<file path="src/rtl/sgre_pkg.sv">
// shared constants, types and the rice parameter function of the gap coder
package sgre_pkg;

    localparam int POS_BITS  = 32;
    localparam int ALPHABET  = 256;
    localparam int SYM_BITS  = 8;
    localparam int ADDR_BITS = (ALPHABET > 1) ? $clog2(ALPHABET) : 1;
    localparam int K_BITS    = 5;
    localparam int K_MAX     = 31;
    localparam int Q_BITS    = 32;
    localparam int R_BITS    = 31;
    localparam int OUT_DEPTH = 4;
    localparam int PTR_BITS  = $clog2(OUT_DEPTH);
    localparam int CNT_BITS  = $clog2(OUT_DEPTH + 1);

    typedef logic [POS_BITS-1:0]  t_pos;
    typedef logic [ADDR_BITS-1:0] t_addr;

    typedef enum logic {
        CMD_COUNT  = 1'b0,
        CMD_ENCODE = 1'b1
    } t_cmd;

    typedef struct packed {
        logic [SYM_BITS-1:0] symbol;
        logic [Q_BITS-1:0]   quotient;
        logic [R_BITS-1:0]   remainder;
        logic [K_BITS-1:0]   rice_k;
        logic                first_in_page;
        logic                overflow;
    } t_result;

    // largest k with count <= total >> k, zero when count is zero or not below total
    function automatic logic [K_BITS-1:0] pick_k(t_pos total, t_pos count);
        logic [K_BITS-1:0] k;
        k = '0;
        if ((count != '0) && (count < total)) begin
            for (int i = 1; i <= K_MAX; i++) begin
                if (count <= (total >> i)) begin
                    k = K_BITS'(i);
                end
            end
        end
        return k;
    endfunction

endpackage

</file>
<file path="src/rtl/sgre_out_if.sv">
// codeword channel out of the gap coder
interface sgre_out_if import sgre_pkg::*; ();
    logic                valid;
    logic                ready;
    logic [SYM_BITS-1:0] symbol;
    logic [Q_BITS-1:0]   quotient;
    logic [R_BITS-1:0]   remainder;
    logic [K_BITS-1:0]   rice_k;
    logic                first_in_page;
    logic                overflow;

    modport source (output valid, symbol, quotient, remainder, rice_k, first_in_page,
                    overflow, input ready);
    modport sink   (input valid, symbol, quotient, remainder, rice_k, first_in_page,
                    overflow, output ready);
endinterface

</file>
<file path="src/rtl/sgre_out_fifo.sv">
// small result queue that drives the codeword channel
module sgre_out_fifo import sgre_pkg::*; (
    input  logic                i_clk,
    input  logic                i_rst_n,
    input  logic                i_push,
    input  t_result             i_data,
    output logic [CNT_BITS-1:0] o_count,
    sgre_out_if.source          o_out
);

    t_result               r_mem [OUT_DEPTH];
    logic [PTR_BITS-1:0]   r_wr_ptr, n_wr_ptr;
    logic [PTR_BITS-1:0]   r_rd_ptr, n_rd_ptr;
    logic [CNT_BITS-1:0]   r_count,  n_count;
    logic                  pop;
    t_result               head;

    assign pop  = (r_count != '0) && o_out.ready;
    assign head = r_mem[r_rd_ptr];

    always_comb begin
        n_wr_ptr = r_wr_ptr;
        n_rd_ptr = r_rd_ptr;
        n_count  = r_count;
        if (i_push) begin
            n_wr_ptr = (r_wr_ptr == PTR_BITS'(OUT_DEPTH - 1)) ? '0 : r_wr_ptr + 1'b1;
        end
        if (pop) begin
            n_rd_ptr = (r_rd_ptr == PTR_BITS'(OUT_DEPTH - 1)) ? '0 : r_rd_ptr + 1'b1;
        end
        unique case ({i_push, pop})
            2'b10:   n_count = r_count + 1'b1;
            2'b01:   n_count = r_count - 1'b1;
            default: n_count = r_count;
        endcase
    end

    always_ff @(posedge i_clk) begin
        if (!i_rst_n) begin
            r_wr_ptr <= '0;
            r_rd_ptr <= '0;
            r_count  <= '0;
        end else begin
            r_wr_ptr <= n_wr_ptr;
            r_rd_ptr <= n_rd_ptr;
            r_count  <= n_count;
        end
    end

    always_ff @(posedge i_clk) begin
        if (i_push) begin
            r_mem[r_wr_ptr] <= i_data;
        end
    end

    assign o_count             = r_count;
    assign o_out.valid         = (r_count != '0);
    assign o_out.symbol        = head.symbol;
    assign o_out.quotient      = head.quotient;
    assign o_out.remainder     = head.remainder;
    assign o_out.rice_k        = head.rice_k;
    assign o_out.first_in_page = head.first_in_page;
    assign o_out.overflow      = head.overflow;

endmodule

</file>
<file path="src/flat_wrapper.sv">
// flat-port wrapper written by rule: the top's interface ports become plain ports
module sgre_out_fifo_flat import sgre_pkg::*;
  (i_clk, i_rst_n, i_push, i_data, o_count, o_out_valid, o_out_symbol, o_out_quotient, o_out_remainder, o_out_rice_k, o_out_first_in_page, o_out_overflow, o_out_ready);
  sgre_out_if o_out_i ();
  input  logic i_clk;
  input  logic i_rst_n;
  input  logic i_push;
  input  t_result i_data;
  output logic [CNT_BITS-1:0] o_count;
  output wire logic [$bits(o_out_i.valid)-1:0] o_out_valid;
  output wire logic [$bits(o_out_i.symbol)-1:0] o_out_symbol;
  output wire logic [$bits(o_out_i.quotient)-1:0] o_out_quotient;
  output wire logic [$bits(o_out_i.remainder)-1:0] o_out_remainder;
  output wire logic [$bits(o_out_i.rice_k)-1:0] o_out_rice_k;
  output wire logic [$bits(o_out_i.first_in_page)-1:0] o_out_first_in_page;
  output wire logic [$bits(o_out_i.overflow)-1:0] o_out_overflow;
  input wire logic [$bits(o_out_i.ready)-1:0] o_out_ready;
  assign o_out_valid = o_out_i.valid;
  assign o_out_symbol = o_out_i.symbol;
  assign o_out_quotient = o_out_i.quotient;
  assign o_out_remainder = o_out_i.remainder;
  assign o_out_rice_k = o_out_i.rice_k;
  assign o_out_first_in_page = o_out_i.first_in_page;
  assign o_out_overflow = o_out_i.overflow;
  assign o_out_i.ready = o_out_ready;
  sgre_out_fifo u_core (.i_clk(i_clk), .i_rst_n(i_rst_n), .i_push(i_push), .i_data(i_data), .o_count(o_count), .o_out(o_out_i));
endmodule
</file>
<file path="config.mk">
export PLATFORM = sky130hd
export DESIGN_NAME = sgre_out_fifo_flat
export DESIGN_NICKNAME = d
export VERILOG_FILES = /design/src/rtl/sgre_pkg.sv /design/src/rtl/sgre_out_if.sv /design/src/rtl/sgre_out_fifo.sv /design/src/flat_wrapper.sv
export SDC_FILE = /design/constraint.sdc
export NUM_CORES = 1
export LEC_CHECK = 0
export BUFFER_PORTS_ARGS = -buffer_cell sky130_fd_sc_hd__buf_2
export CORE_ASPECT_RATIO = 1.5
export CORE_MARGIN = 2
export CORE_UTILIZATION = 53
export CTS_BUF_LIST = sky130_fd_sc_hd__clkbuf_8
export CTS_CLUSTER_DIAMETER = 50
export DETAILED_ROUTE_END_ITERATION = 12
export MAX_ROUTING_LAYER = met4
export PLACE_DENSITY = 0.81
export SYNTH_ARGS = -nofsm -noshare
export SYNTH_HDL_FRONTEND = slang
export SYNTH_SLANG_ARGS = --single-unit
</file>
<file path="constraint.sdc">
create_clock -name i_clk -period 2.8 [get_ports i_clk]
set_input_delay 0.56 -clock i_clk [delete_from_list [all_inputs] [get_ports i_clk]]
set_output_delay 0.56 -clock i_clk [all_outputs]
set_load 0.1 [all_outputs]
</file>
Word level (Yosys, flattened, before mapping)
Memories as Yosys holds them, arrays and structs flattened. A register that Yosys moved wholly into a read port is not among the register bits.
Index checks and enable logic that the tools add are counted.
- flip-flop bits (word level): 7
- RAM bits: 312
- memories kept: 1
- $add $sub $neg: 4
- equality and inequality tests: 4
- multiplexer cells: 7
- reduce and logical (&&, ||, !) cells: 3
- memory list (memory ; depth ; width ; read ports ; clocked after Yosys merged registers in ; write ports ; line ; text):
    u_core.r_mem ; 4 ; 78 ; 1 ; 1 ; 1 ; sgre_out_fifo.sv:11 ; t_result r_mem [OUT_DEPTH];
- operators with widths (kind ; count):
    two-way mux 2 bit ; 4
    equality test 2 bit (second input constant) ; 3
    case mux 3 bit (2 select lines) ; 1
    adder 2 x 1 -> 2 bit (second input constant) ; 2
    adder 3 x 1 -> 3 bit (second input constant) ; 1
    nonzero test 3 bit ; 1
    subtractor 3 x 1 -> 3 bit (second input constant) ; 1
    equality test 2 x 1 -> 1 bit (second input constant) ; 1
    two-way mux 1 bit ; 2
    nonzero test 2 bit ; 1
    logical AND 1 bit ; 1

Logic depth before layout (Yosys ltp)
Gate-level depths: netlist (run 1).
- depth after elaboration: 4
- depth in mapped cells: 8
- gate-level depth less buffers: 8

Least setup slack after synthesis (run 1)
No wires, ideal clock.
- path kind: input port to flip-flop
- start: input i_push
- end: memory u_core.r_mem[0][0] (netlist name) (enable)
- library setup time: 0.445 ns
- data arrival time: 2.379 ns
- data required time: 2.355 ns
- path slack: -0.023 ns
- cell stages on the path: 1
- buffers on the path: 0
- cell sequence: and2_1
- longest elaborated chain between the ends: 2
- RTL lines (what ; line ; text):
    start, declared ; flat_wrapper.sv:7 ; input logic i_push;
    two-way mux 1 bit ; sgre_out_fifo.sv:51 ; if (i_push) begin
    two-way mux 1 bit (implied by the code) ; sgre_out_fifo.sv:52 ; r_mem[r_wr_ptr] <= i_data;
    end, declared ; sgre_out_fifo.sv:11 ;
Every way passes these cells.

==> impl_metrics.env, run 1 <==
export IMPL_grt_max_degree=46
export IMPL_cts_hold_buffers=0
export IMPL_finalCritPeriodShare_pct=95.2
export IMPL_start_util_pct=54.1
export IMPL_grt_overflow=0
export IMPL_fin_setup_tns_ns=0
export IMPL_post_route_drc_count=0
export IMPL_die_area_um2=23400
export IMPL_crit_type="flop to output pin"
export IMPL_synth_top_cell_area_share_pct=79.8
export IMPL_routedLengthMet1_mm=7.76
export IMPL_grt_pass1_vias=5911
export IMPL_rsz0062_at_grt="no"
export IMPL_cts_reportedPaths_clkPinSlew_ns=0.06
export IMPL_port_buffers=163
export IMPL_synth_cells=459
export IMPL_postRouteAntennaNets=0
export IMPL_dr_pass1_iters=5
export IMPL_ys_ff_latch=321
export IMPL_track_usage_pct=18.5
export IMPL_cts_inserted_buffers=44
export IMPL_hpwl_mm=13.2
export IMPL_routed_wl_met3_mm=1.08
export IMPL_ys_flop_type="edfxtp_1"
export IMPL_syn_nets=548
export IMPL_min_period_ns=2.67
export IMPL_r2r_end="u_core.o_count[2]"
export IMPL_clk_latency_ns=0.54
export IMPL_r2r_start="u_core.o_count[0]"
export IMPL_slew_headroom_pct=52.7
export IMPL_rows=66
export IMPL_wl_met2_mm=11.6
export IMPL_critPathTopFamily="multiplexers"
export IMPL_synth_area_um2=11700
export IMPL_worstPathRequired_ns=2.24
export IMPL_avgSynthCellArea_um2=25.6
export IMPL_area_growth_pct=17.2
export IMPL_status="finished, final reports clean"
export IMPL_dr_first_iter_drc_count=394
export IMPL_finalMaxSlewViolations=0
export IMPL_layout_drive_gt1_share_pct=45.7
export IMPL_ys_warn_count=0
export IMPL_htreeDepth=2
export IMPL_skew_ns=0.0196
export IMPL_crit_slowest_cell="mux4_2"
export IMPL_yosysSeqAreaShare_pct=81.3
export IMPL_drt_vias_per_instance=5.57
export IMPL_peakVddDrop_mv=0.776
export IMPL_routedWlPerCell_um=21.6
export IMPL_fin_nets=757
export IMPL_grt_pass1_wl_mm=31.8
export IMPL_register_area_um2=9560
export IMPL_r2r_slack_ns=0.51
export IMPL_place_ws_ns=0.487
export IMPL_timing_critical_path_buf_inv=2
export IMPL_ys_async_sr_fraction_pct=0
export IMPL_synth_area_leader_cell="edfxtp_1"
export IMPL_dieHeight_um=186
export IMPL_die_x_um=126
export IMPL_max_cap_viol_count=0
export IMPL_max_slew_worst_pin_slew_ns=0.703
export IMPL_drt_total_wl_mm=20.9
export IMPL_crit_fanout=18
export IMPL_worst_hold_path_type="input port to flop"
export IMPL_finalHoldViolCount=0
export IMPL_cp_arrival_ns=2.11
export IMPL_n_fill_cell=1444
export IMPL_hold_end="u_core.r_mem[0][41]"
export IMPL_end_kind="output pin"
export IMPL_min_delay_start="i_data[41]"
export IMPL_startpoint_type="flop"
export IMPL_io_pins=164
export IMPL_multi_input_area_um2=2020
export IMPL_r2r_worst_path_cells=8
export IMPL_p_leak_nw=4.68
export IMPL_clock_sinks=321
export IMPL_synth_area_leaders="edfxtp_1 (80%), mux4_2 (15%), dfxtp_1 (1.5%)"
export IMPL_yosys_top_cells_count="edfxtp_1 (312), mux4_2 (78), dfxtp_1 (9), inv_1 (7)"
export IMPL_setup_slack_ns=0.135
export IMPL_crit_chain="buf_12, mux4_2, buf_2"
export IMPL_antenna_found_initial=2
export IMPL_ys_types=25
export IMPL_cts_tree="built"
export IMPL_hold_path_depth=1
export IMPL_finalSetupViolCount=0
export IMPL_dr_max_layer_used="met4"
export IMPL_synth_edf_count=312
export IMPL_cts_root_buf="clkbuf_8"
export IMPL_vias=5383
export IMPL_slowest_delay_ns=0.56
export IMPL_gp_congestion=0.752
export IMPL_fmax_ghz=0.375
export IMPL_clk_path_buf_depth=3
export IMPL_yosysMostFrequentCell="edfxtp_1"
export IMPL_core_area_um2=21700
export IMPL_power_density_nw_per_um2=991
-- cell families after synthesis --
logic type               after synthesis  share of synthesized area [%]
AO/OA/AOI/OAI                          7                          0.362
XOR/XNOR                               2                          0.149
adder cells (fa/ha/maj)                7                          0.810
buffers and inverters                 26                           1.51
flip-flops                           321                           81.3
multiplexers                          79                           15.1
AND/OR/NAND/NOR                       17                          0.767
-- worst max-delay path by stage --
stage / depth (start not counted) / slack [ns] / endpoint
after global placement: 3 / 0.51 / o_out_remainder[13]
final: 3 / 0.13 / o_out_remainder[11]
after detailed placement: 3 / 0.49 / o_out_symbol[3]
after CTS: 3 / 0.08 / o_out_symbol[3]
after floorplan: 8 / 0.22 / u_core.o_count[2]
after global routing: 3 / 0.07 / o_out_remainder[1]
-- stage by stage --
step	instances	hold WS, ns	total power, mW	cell area (um^2)	utilization [%]
3_3_place_gp	890	0.490	10.6	13000	59.8
4_1_cts	965	0.202	13.8	13800	63.3
2_1_floorplan	459	0.479	9.95	11700	-
5_1_grt	967	0.205	14.1	13800	63.3
3_5_place_dp	890	0.543	10.7	13000	59.8
6_report	967	0.229	13.6	13800	63.3
-- layout make-up --
class	instances	share of cell area, %
Timing Repair Buffer	182	7.78
Inverter	7	0.191
Clock inverter	25	0.755
Sequential cell	321	69.5
Multi-Input combinational cell	112	14.7
Tap cell	272	2.47
Clock buffer	46	4.60
Antenna cell	2	0.0364
-- what timing repair did --
item / in CTS / in global routing
hold endpoints to repair: 0 / 0
endpoints found under the setup margin: 48 / 0
buffers inserted: 4 / 0
resized for setup: 0 / 0
-- flip-flops by register name (all words and copies together), names as in the netlist, named ones only --
register / flops
u_core.r_mem: 312
u_core.o_count: 3
u_core.r_rd_ptr: 2
u_core.r_wr_ptr: 2
-- placed cells by master, fill, tap and decap left out, drive strengths merged --
cell type | Yosys | final
o21ai | 4 | 4
nand3 | 2 | 2
fa | 1 | 1
mux4 | 78 | 78
and2 | 6 | 6
a21boi | 1 | 1
xnor2 | 1 | 1
clkbuf | 6 | 46
diode | 0 | 2
nand2 | 3 | 3
inv | 7 | 19
edfxtp | 312 | 312
nor2b | 1 | 1
or3 | 2 | 2
clkinv | 0 | 13
nor3 | 1 | 1
xor2 | 1 | 1
o31ai | 1 | 1
mux2i | 1 | 1
nor2 | 2 | 2
buf | 13 | 182
dfxtp | 9 | 9
ha | 6 | 6
o21a | 1 | 1
-- per-layer routing --
| layer | up-vias | GRT usage [%] |
|---|---|---|
| met5 | - | - |
| met4 | 0 | 6.98 |
| met3 | 31 | 3.86 |
| met2 | 167 | 32.9 |
| met1 | 2809 | 20.8 |
| li1 | 2376 | - |
-- report_power, final --
group / internal, mW / switching, mW
Combinational: 1.13 / 3.83
Sequential: 5.51 / 0.117
Clock: 1.51 / 1.54
No activity file was read; power rests on OpenSTA's default activity.
==> inputs of run 2 (changes only) <==
--- a/config.mk
+++ b/config.mk
@@ -8,12 +8,13 @@
 export BUFFER_PORTS_ARGS = -buffer_cell sky130_fd_sc_hd__buf_2
 export CORE_ASPECT_RATIO = 1.5
 export CORE_MARGIN = 2
-export CORE_UTILIZATION = 53
+export CORE_UTILIZATION = 44
 export CTS_BUF_LIST = sky130_fd_sc_hd__clkbuf_8
 export CTS_CLUSTER_DIAMETER = 50
 export DETAILED_ROUTE_END_ITERATION = 12
 export MAX_ROUTING_LAYER = met4
-export PLACE_DENSITY = 0.81
+export PLACE_DENSITY = 0.7
+export REMOVE_ABC_BUFFERS = 1
 export SYNTH_ARGS = -nofsm -noshare
 export SYNTH_HDL_FRONTEND = slang
 export SYNTH_SLANG_ARGS = --single-unit
==> run 2 against run 1 <==
  * First-iteration DRC count shrank 30%
  * Maximum frequency shrank 1.4%
  * Core utilization shrank 9.9 points
  * Combinational power grew 0.8%
  * Clock-buffer cell count grew 6
  * Sequential share of layout area shrank 1.8 points
  * Worst hold slack lost 0.013 ns
  * Cell area grew 2.6%
  * Power grew 7.1%
  * Final cell count grew 7.4%
  * Critical path type unchanged
  * Routed wire length grew 6.9%
  * Critical endpoint is now o_out_symbol[7]
  * Largest cell class unchanged
  * Global-route usage shrank 1.8 points
==> impl_metrics.env, run 2 (synthesis results as in run 1) <==
export IMPL_fin_nets=752
export IMPL_status="finished, final reports clean"
export IMPL_end_kind="output pin"
export IMPL_core_area_um2=26400
export IMPL_cts_root_buf="clkbuf_8"
export IMPL_hold_path_depth=1
export IMPL_grt_max_degree=63
export IMPL_r2r_end="u_core.o_count[2]"
export IMPL_placed_area_um2=13000
export IMPL_track_usage_pct=16.8
export IMPL_crit_type="flop to output pin"
export IMPL_largest_reg_flops=312
export IMPL_peakVddDrop_mv=1.16
export IMPL_rsz0062_at_grt="no"
export IMPL_worstPathRequired_ns=2.24
export IMPL_dr_pass1_iters=4
export IMPL_slew_headroom_pct=62.6
export IMPL_finalMaxSlewViolations=0
export IMPL_max_slew_worst_pin_slew_ns=0.556
export IMPL_drt_total_wl_mm=22.3
export IMPL_port_buffers=163
export IMPL_layout_drive_gt1_share_pct=46.2
export IMPL_dr_first_iter_drc_count=275
export IMPL_io_pins=164
export IMPL_cts_tree="built"
export IMPL_rows=73
export IMPL_start_util_pct=44.5
export IMPL_final_common_cell="edfxtp_1"
export IMPL_routed_wl_met3_mm=1.03
export IMPL_clk_latency_ns=0.55
export IMPL_gp_congestion=0.724
export IMPL_drt_vias_per_instance=5.17
export IMPL_post_route_drc_count=0
export IMPL_dieHeight_um=204
export IMPL_area_growth_pct=20.2
export IMPL_top_register="u_core.r_mem"
export IMPL_crit_fanout=25
export IMPL_finalInstanceArea_um2=14100
export IMPL_finalCoreUtilization_pct=53.5
export IMPL_htreeDepth=2
export IMPL_hpwl_mm=13.7
export IMPL_r2r_start="u_core.o_count[0]"
export IMPL_postRouteAntennaNets=0
export IMPL_finalSetupViolCount=0
export IMPL_wl_met2_mm=12.5
export IMPL_vias=5367
export IMPL_final_cell_mix="edfxtp_1 (312), buf_2 (151), mux4_2 (78)"
export IMPL_die_area_um2=28000
export IMPL_clk_path_buf_depth=3
export IMPL_fmax_ghz=0.370
export IMPL_r2r_slack_ns=0.66
export IMPL_dr_max_layer_used="met4"
export IMPL_worst_hold_path_type="input port to flop"
export IMPL_grt_pass1_wl_mm=33.7
export IMPL_min_period_ns=2.70
export IMPL_clock_sinks=321
export IMPL_finalHoldViolCount=0
export IMPL_antenna_found_initial=4
export IMPL_setup_slack_ns=0.0958
export IMPL_routedLengthMet1_mm=8.13
export IMPL_grt_overflow=0
export IMPL_cp_arrival_ns=2.14
export IMPL_hold_end="u_core.r_mem[1][61]"
export IMPL_grt_pass1_vias=6011
export IMPL_place_ws_ns=0.541
export IMPL_max_cap_viol_count=0
export IMPL_skew_ns=0.0201
export IMPL_cts_reportedPaths_clkPinSlew_ns=0.06
export IMPL_die_x_um=137
export IMPL_routedWlPerCell_um=21.5
export IMPL_r2r_worst_path_cells=8
export IMPL_fin_total_pwr_mw=14.6
export IMPL_startpoint_type="flop"
export IMPL_p_leak_nw=4.80
export IMPL_min_delay_start="i_data[61]"
export IMPL_finalCritPeriodShare_pct=96.6
export IMPL_power_density_nw_per_um2=1030
export IMPL_cts_inserted_buffers=46
run 2: cell types whose count changed in the layout (fill, tap and decap cells not counted), sizes merged:
| cell | delta |
|---|---|
| buf | -14 |
| bufinv | +7 |
| clkbuf | +13 |
| clkinv | -1 |
| diode | +3 |
| inv | -1 |
run 2: area by class of cell:
class	instances	area, um^2
Antenna cell	5	12.5
Timing Repair Buffer	175	1060
Tap cell	337	422
Clock buffer	52	716
Inverter	7	26.3
Clock inverter	30	302
Multi-Input combinational cell	112	2020
Sequential cell	321	9560
Fill cell	2018	12300
run 2: how the worst max path moves through the flow:
stage                      from                   to  slack [ns]
floorplan                  flop  o_out_first_in_page       -2.01
global placement           flop   o_out_quotient[29]        0.56
detailed placement  o_out_ready    u_core.o_count[2]        0.54
CTS                        flop    o_out_quotient[1]       0.007
global route               flop  o_out_remainder[10]       0.001
finish                     flop      o_out_symbol[7]         0.1
run 2: per-stage QoR:
| step | hold slack [ns] | std cells | setup TNS (ns) |
|---|---|---|---|
| floorplan | 0.478 | 440 | -163.70 |
| global placement | 0.504 | 951 | 0 |
| detailed placement | 0.539 | 951 | 0 |
| CTS | 0.165 | 1034 | 0 |
| global route | 0.179 | 1038 | 0 |
| finish | 0.215 | 1039 | 0 |
run 2: where the power goes:
group | internal [mW] | total, mW | switching, mW
combinational | 1.13 | 5.00 | 3.87
clock | 2.34 | 3.99 | 1.65
sequential | 5.50 | 5.60 | 0.0963
total | 8.98 | 14.6 | 5.62
run 2: metal layers:
| metal | GRT usage [%] | up-vias |
|---|---|---|
| li1 | - | 2379 |
| met1 | 18.3 | 2776 |
| met2 | 29.2 | 162 |
| met3 | 3.55 | 50 |
| met4 | 7.62 | 0 |
| met5 | - | - |
run 2: critical path, cell delays in order, from the launching register on:
cell	delay, ns
dfxtp_4	0.44
buf_16	0.26
mux4_2	0.57
clkbuf_4	0.30
run 2: timing repair:
action	4_1_cts	5_1_grt
setup buffers	0	0
gates resized for setup	4	14
endpoints found under the setup margin	50	16
hold buffers	0	0
gates cloned	1	0
==> inputs of run 3 (changes only) <==
--- a/config.mk
+++ b/config.mk
@@ -8,12 +8,12 @@
 export BUFFER_PORTS_ARGS = -buffer_cell sky130_fd_sc_hd__buf_2
 export CORE_ASPECT_RATIO = 1.5
 export CORE_MARGIN = 2
-export CORE_UTILIZATION = 44
+export CORE_UTILIZATION = 53
 export CTS_BUF_LIST = sky130_fd_sc_hd__clkbuf_8
 export CTS_CLUSTER_DIAMETER = 50
 export DETAILED_ROUTE_END_ITERATION = 12
 export MAX_ROUTING_LAYER = met4
-export PLACE_DENSITY = 0.7
+export PLACE_DENSITY = 0.81
 export REMOVE_ABC_BUFFERS = 1
 export SYNTH_ARGS = -nofsm -noshare
 export SYNTH_HDL_FRONTEND = slang
==> run 3 against run 2 <==
  * Via count grew 0.91%
  * Worst hold slack improved by 0.023 ns
  * First-iteration DRC count increased by 27%
  * Register-to-register slack got worse by 0.03 ns
  * Critical endpoint is now o_out_quotient[0]
  * Highest routed layer unchanged
==> impl_metrics.env, run 3 (synthesis results as in run 1) <==
export IMPL_status="finished, final reports clean"
export IMPL_finalInstanceArea_um2=13800
export IMPL_hold_path_depth=1
export IMPL_final_cell_mix="edfxtp_1 (312), buf_2 (148), mux4_2 (78)"
export IMPL_r2r_start="u_core.o_count[0]"
export IMPL_worstPathRequired_ns=2.24
export IMPL_max_slew_worst_pin_slew_ns=0.664
export IMPL_max_cap_viol_count=0
export IMPL_top_register="u_core.r_mem"
export IMPL_crit_fanout=44
export IMPL_skew_ns=0.00650
export IMPL_min_period_ns=2.69
export IMPL_place_inst=887
export IMPL_finalMaxSlewViolations=0
export IMPL_finalCritPeriodShare_pct=96.2
export IMPL_placed_area_um2=12900
export IMPL_core_area_um2=21700
export IMPL_hold_end="u_core.r_mem[1][13]"
export IMPL_r2r_end="u_core.o_count[2]"
export IMPL_start_util_pct=54.1
export IMPL_drt_vias_per_instance=5.56
export IMPL_dr_pass1_iters=4
export IMPL_p_leak_nw=4.72
export IMPL_cp_arrival_ns=2.13
export IMPL_antenna_found_initial=5
export IMPL_area_growth_pct=17.8
export IMPL_r2r_slack_ns=0.63
export IMPL_die_x_um=126
export IMPL_grt_max_degree=45
export IMPL_cts_reportedPaths_clkPinSlew_ns=0.06
export IMPL_startpoint_type="flop"
export IMPL_final_cells=974
export IMPL_end_kind="output pin"
export IMPL_routedWlPerCell_um=22.1
export IMPL_clk_latency_ns=0.53
export IMPL_finalSetupViolCount=0
export IMPL_r2r_worst_path_cells=8
export IMPL_grt_overflow=0
export IMPL_finalHoldViolCount=0
export IMPL_cts_tree="built"
export IMPL_track_usage_pct=19.2
export IMPL_post_route_drc_count=0
export IMPL_clock_sinks=321
export IMPL_finalCoreUtilization_pct=63.7
export IMPL_fin_total_pwr_mw=13.8
export IMPL_vias=5416
export IMPL_min_delay_start="i_data[13]"
export IMPL_die_area_um2=23400
export IMPL_dieHeight_um=186
export IMPL_rsz0062_at_grt="no"
export IMPL_crit_type="flop to output pin"
export IMPL_peakVddDrop_mv=0.889
export IMPL_slew_headroom_pct=55.4
export IMPL_drt_total_wl_mm=21.5
export IMPL_power_density_nw_per_um2=999
export IMPL_grt_pass1_wl_mm=33.1
export IMPL_rows=66
export IMPL_gp_congestion=0.729
export IMPL_postRouteAntennaNets=0
export IMPL_layout_drive_gt1_share_pct=44.9
export IMPL_io_pins=164
export IMPL_port_buffers=163
export IMPL_cts_root_buf="clkbuf_8"
export IMPL_htreeDepth=2
export IMPL_dr_first_iter_drc_count=349
export IMPL_worst_hold_path_type="input port to flop"
export IMPL_hpwl_mm=13.5
export IMPL_largest_reg_flops=312
export IMPL_cts_inserted_buffers=44
export IMPL_fin_nets=751
export IMPL_fmax_ghz=0.371
export IMPL_final_common_cell="edfxtp_1"
export IMPL_clk_path_buf_depth=3
export IMPL_grt_pass1_vias=6003
-- run 3: cell types whose count changed in the layout (fill, tap and decap cells not counted), moves of 2 or more --
cell       before  now
buf_16          3    1
buf_2         151  148
buf_4           9   12
bufinv_16       7    1
clkbuf_8       52   47
clkinv_1        8   11
inv_1          18   24
-- run 3: how the worst max path moves through the flow --
stage	from	end	slack [ns]	depth (start not counted)
2_1_floorplan	flop	o_out_first_in_page	-2.01	1
3_3_place_gp	flop	o_out_remainder[4]	0.62	3
3_5_place_dp	o_out_ready	u_core.o_count[2]	0.54	9
4_1_cts	flop	o_out_rice_k[2]	0.0002	3
5_1_grt	flop	o_out_remainder[11]	0.0003	3
6_report	flop	o_out_quotient[0]	0.11	3
-- run 3: layout make-up --
class / instances / area [um^2]
Antenna cell: 5 / 12.5
Timing Repair Buffer: 176 / 1050
Inverter: 7 / 26.3
Sequential cell: 321 / 9560
Tap cell: 272 / 340
Clock buffer: 47 / 647
Clock inverter: 34 / 166
Multi-Input combinational cell: 112 / 2020
Fill cell: 1420 / 7890
-- run 3: routing by layer --
| layer | routed length (um) | GRT usage [%] | share of wire (%) |
|---|---|---|---|
| met1 | 7800 | 22.0 | 36 |
| met2 | 11900 | 33.1 | 55 |
| met3 | 1170 | 3.89 | 5.4 |
| met4 | 722 | 8.31 | 3.4 |
| met5 | 0 | - | 0 |
-- run 3: power breakdown --
group / leakage, nW / switching, mW / total [mW] / internal, mW
clock network: 0.476 / 1.61 / 3.25 / 1.65
logic: 1.30 / 3.85 / 4.95 / 1.10
registers: 2.94 / 0.0964 / 5.60 / 5.50
-- run 3: metrics by stage --
stage	setup TNS [ns]	setup WS, ns	hold slack, ns
after floorplan	-163.70	-2.01	0.478
after global placement	0	0.620	0.494
after detailed placement	0	0.535	0.543
after CTS	0	0.000189	0.202
after global routing	0	0.000324	0.207
final	0	0.105	0.238
-- run 3: repair_timing --
action,4_1_cts,5_1_grt
hold buffers,0,0
setup endpoints to repair,5,51
gates resized for setup,5,13
buffers inserted,0,1
-- run 3: worst max-delay path, cell delays in order, from the launching register on --
cell     delay [ns]
dfxtp_4        0.38
buf_16         0.29
mux4_2         0.57
buf_2          0.31
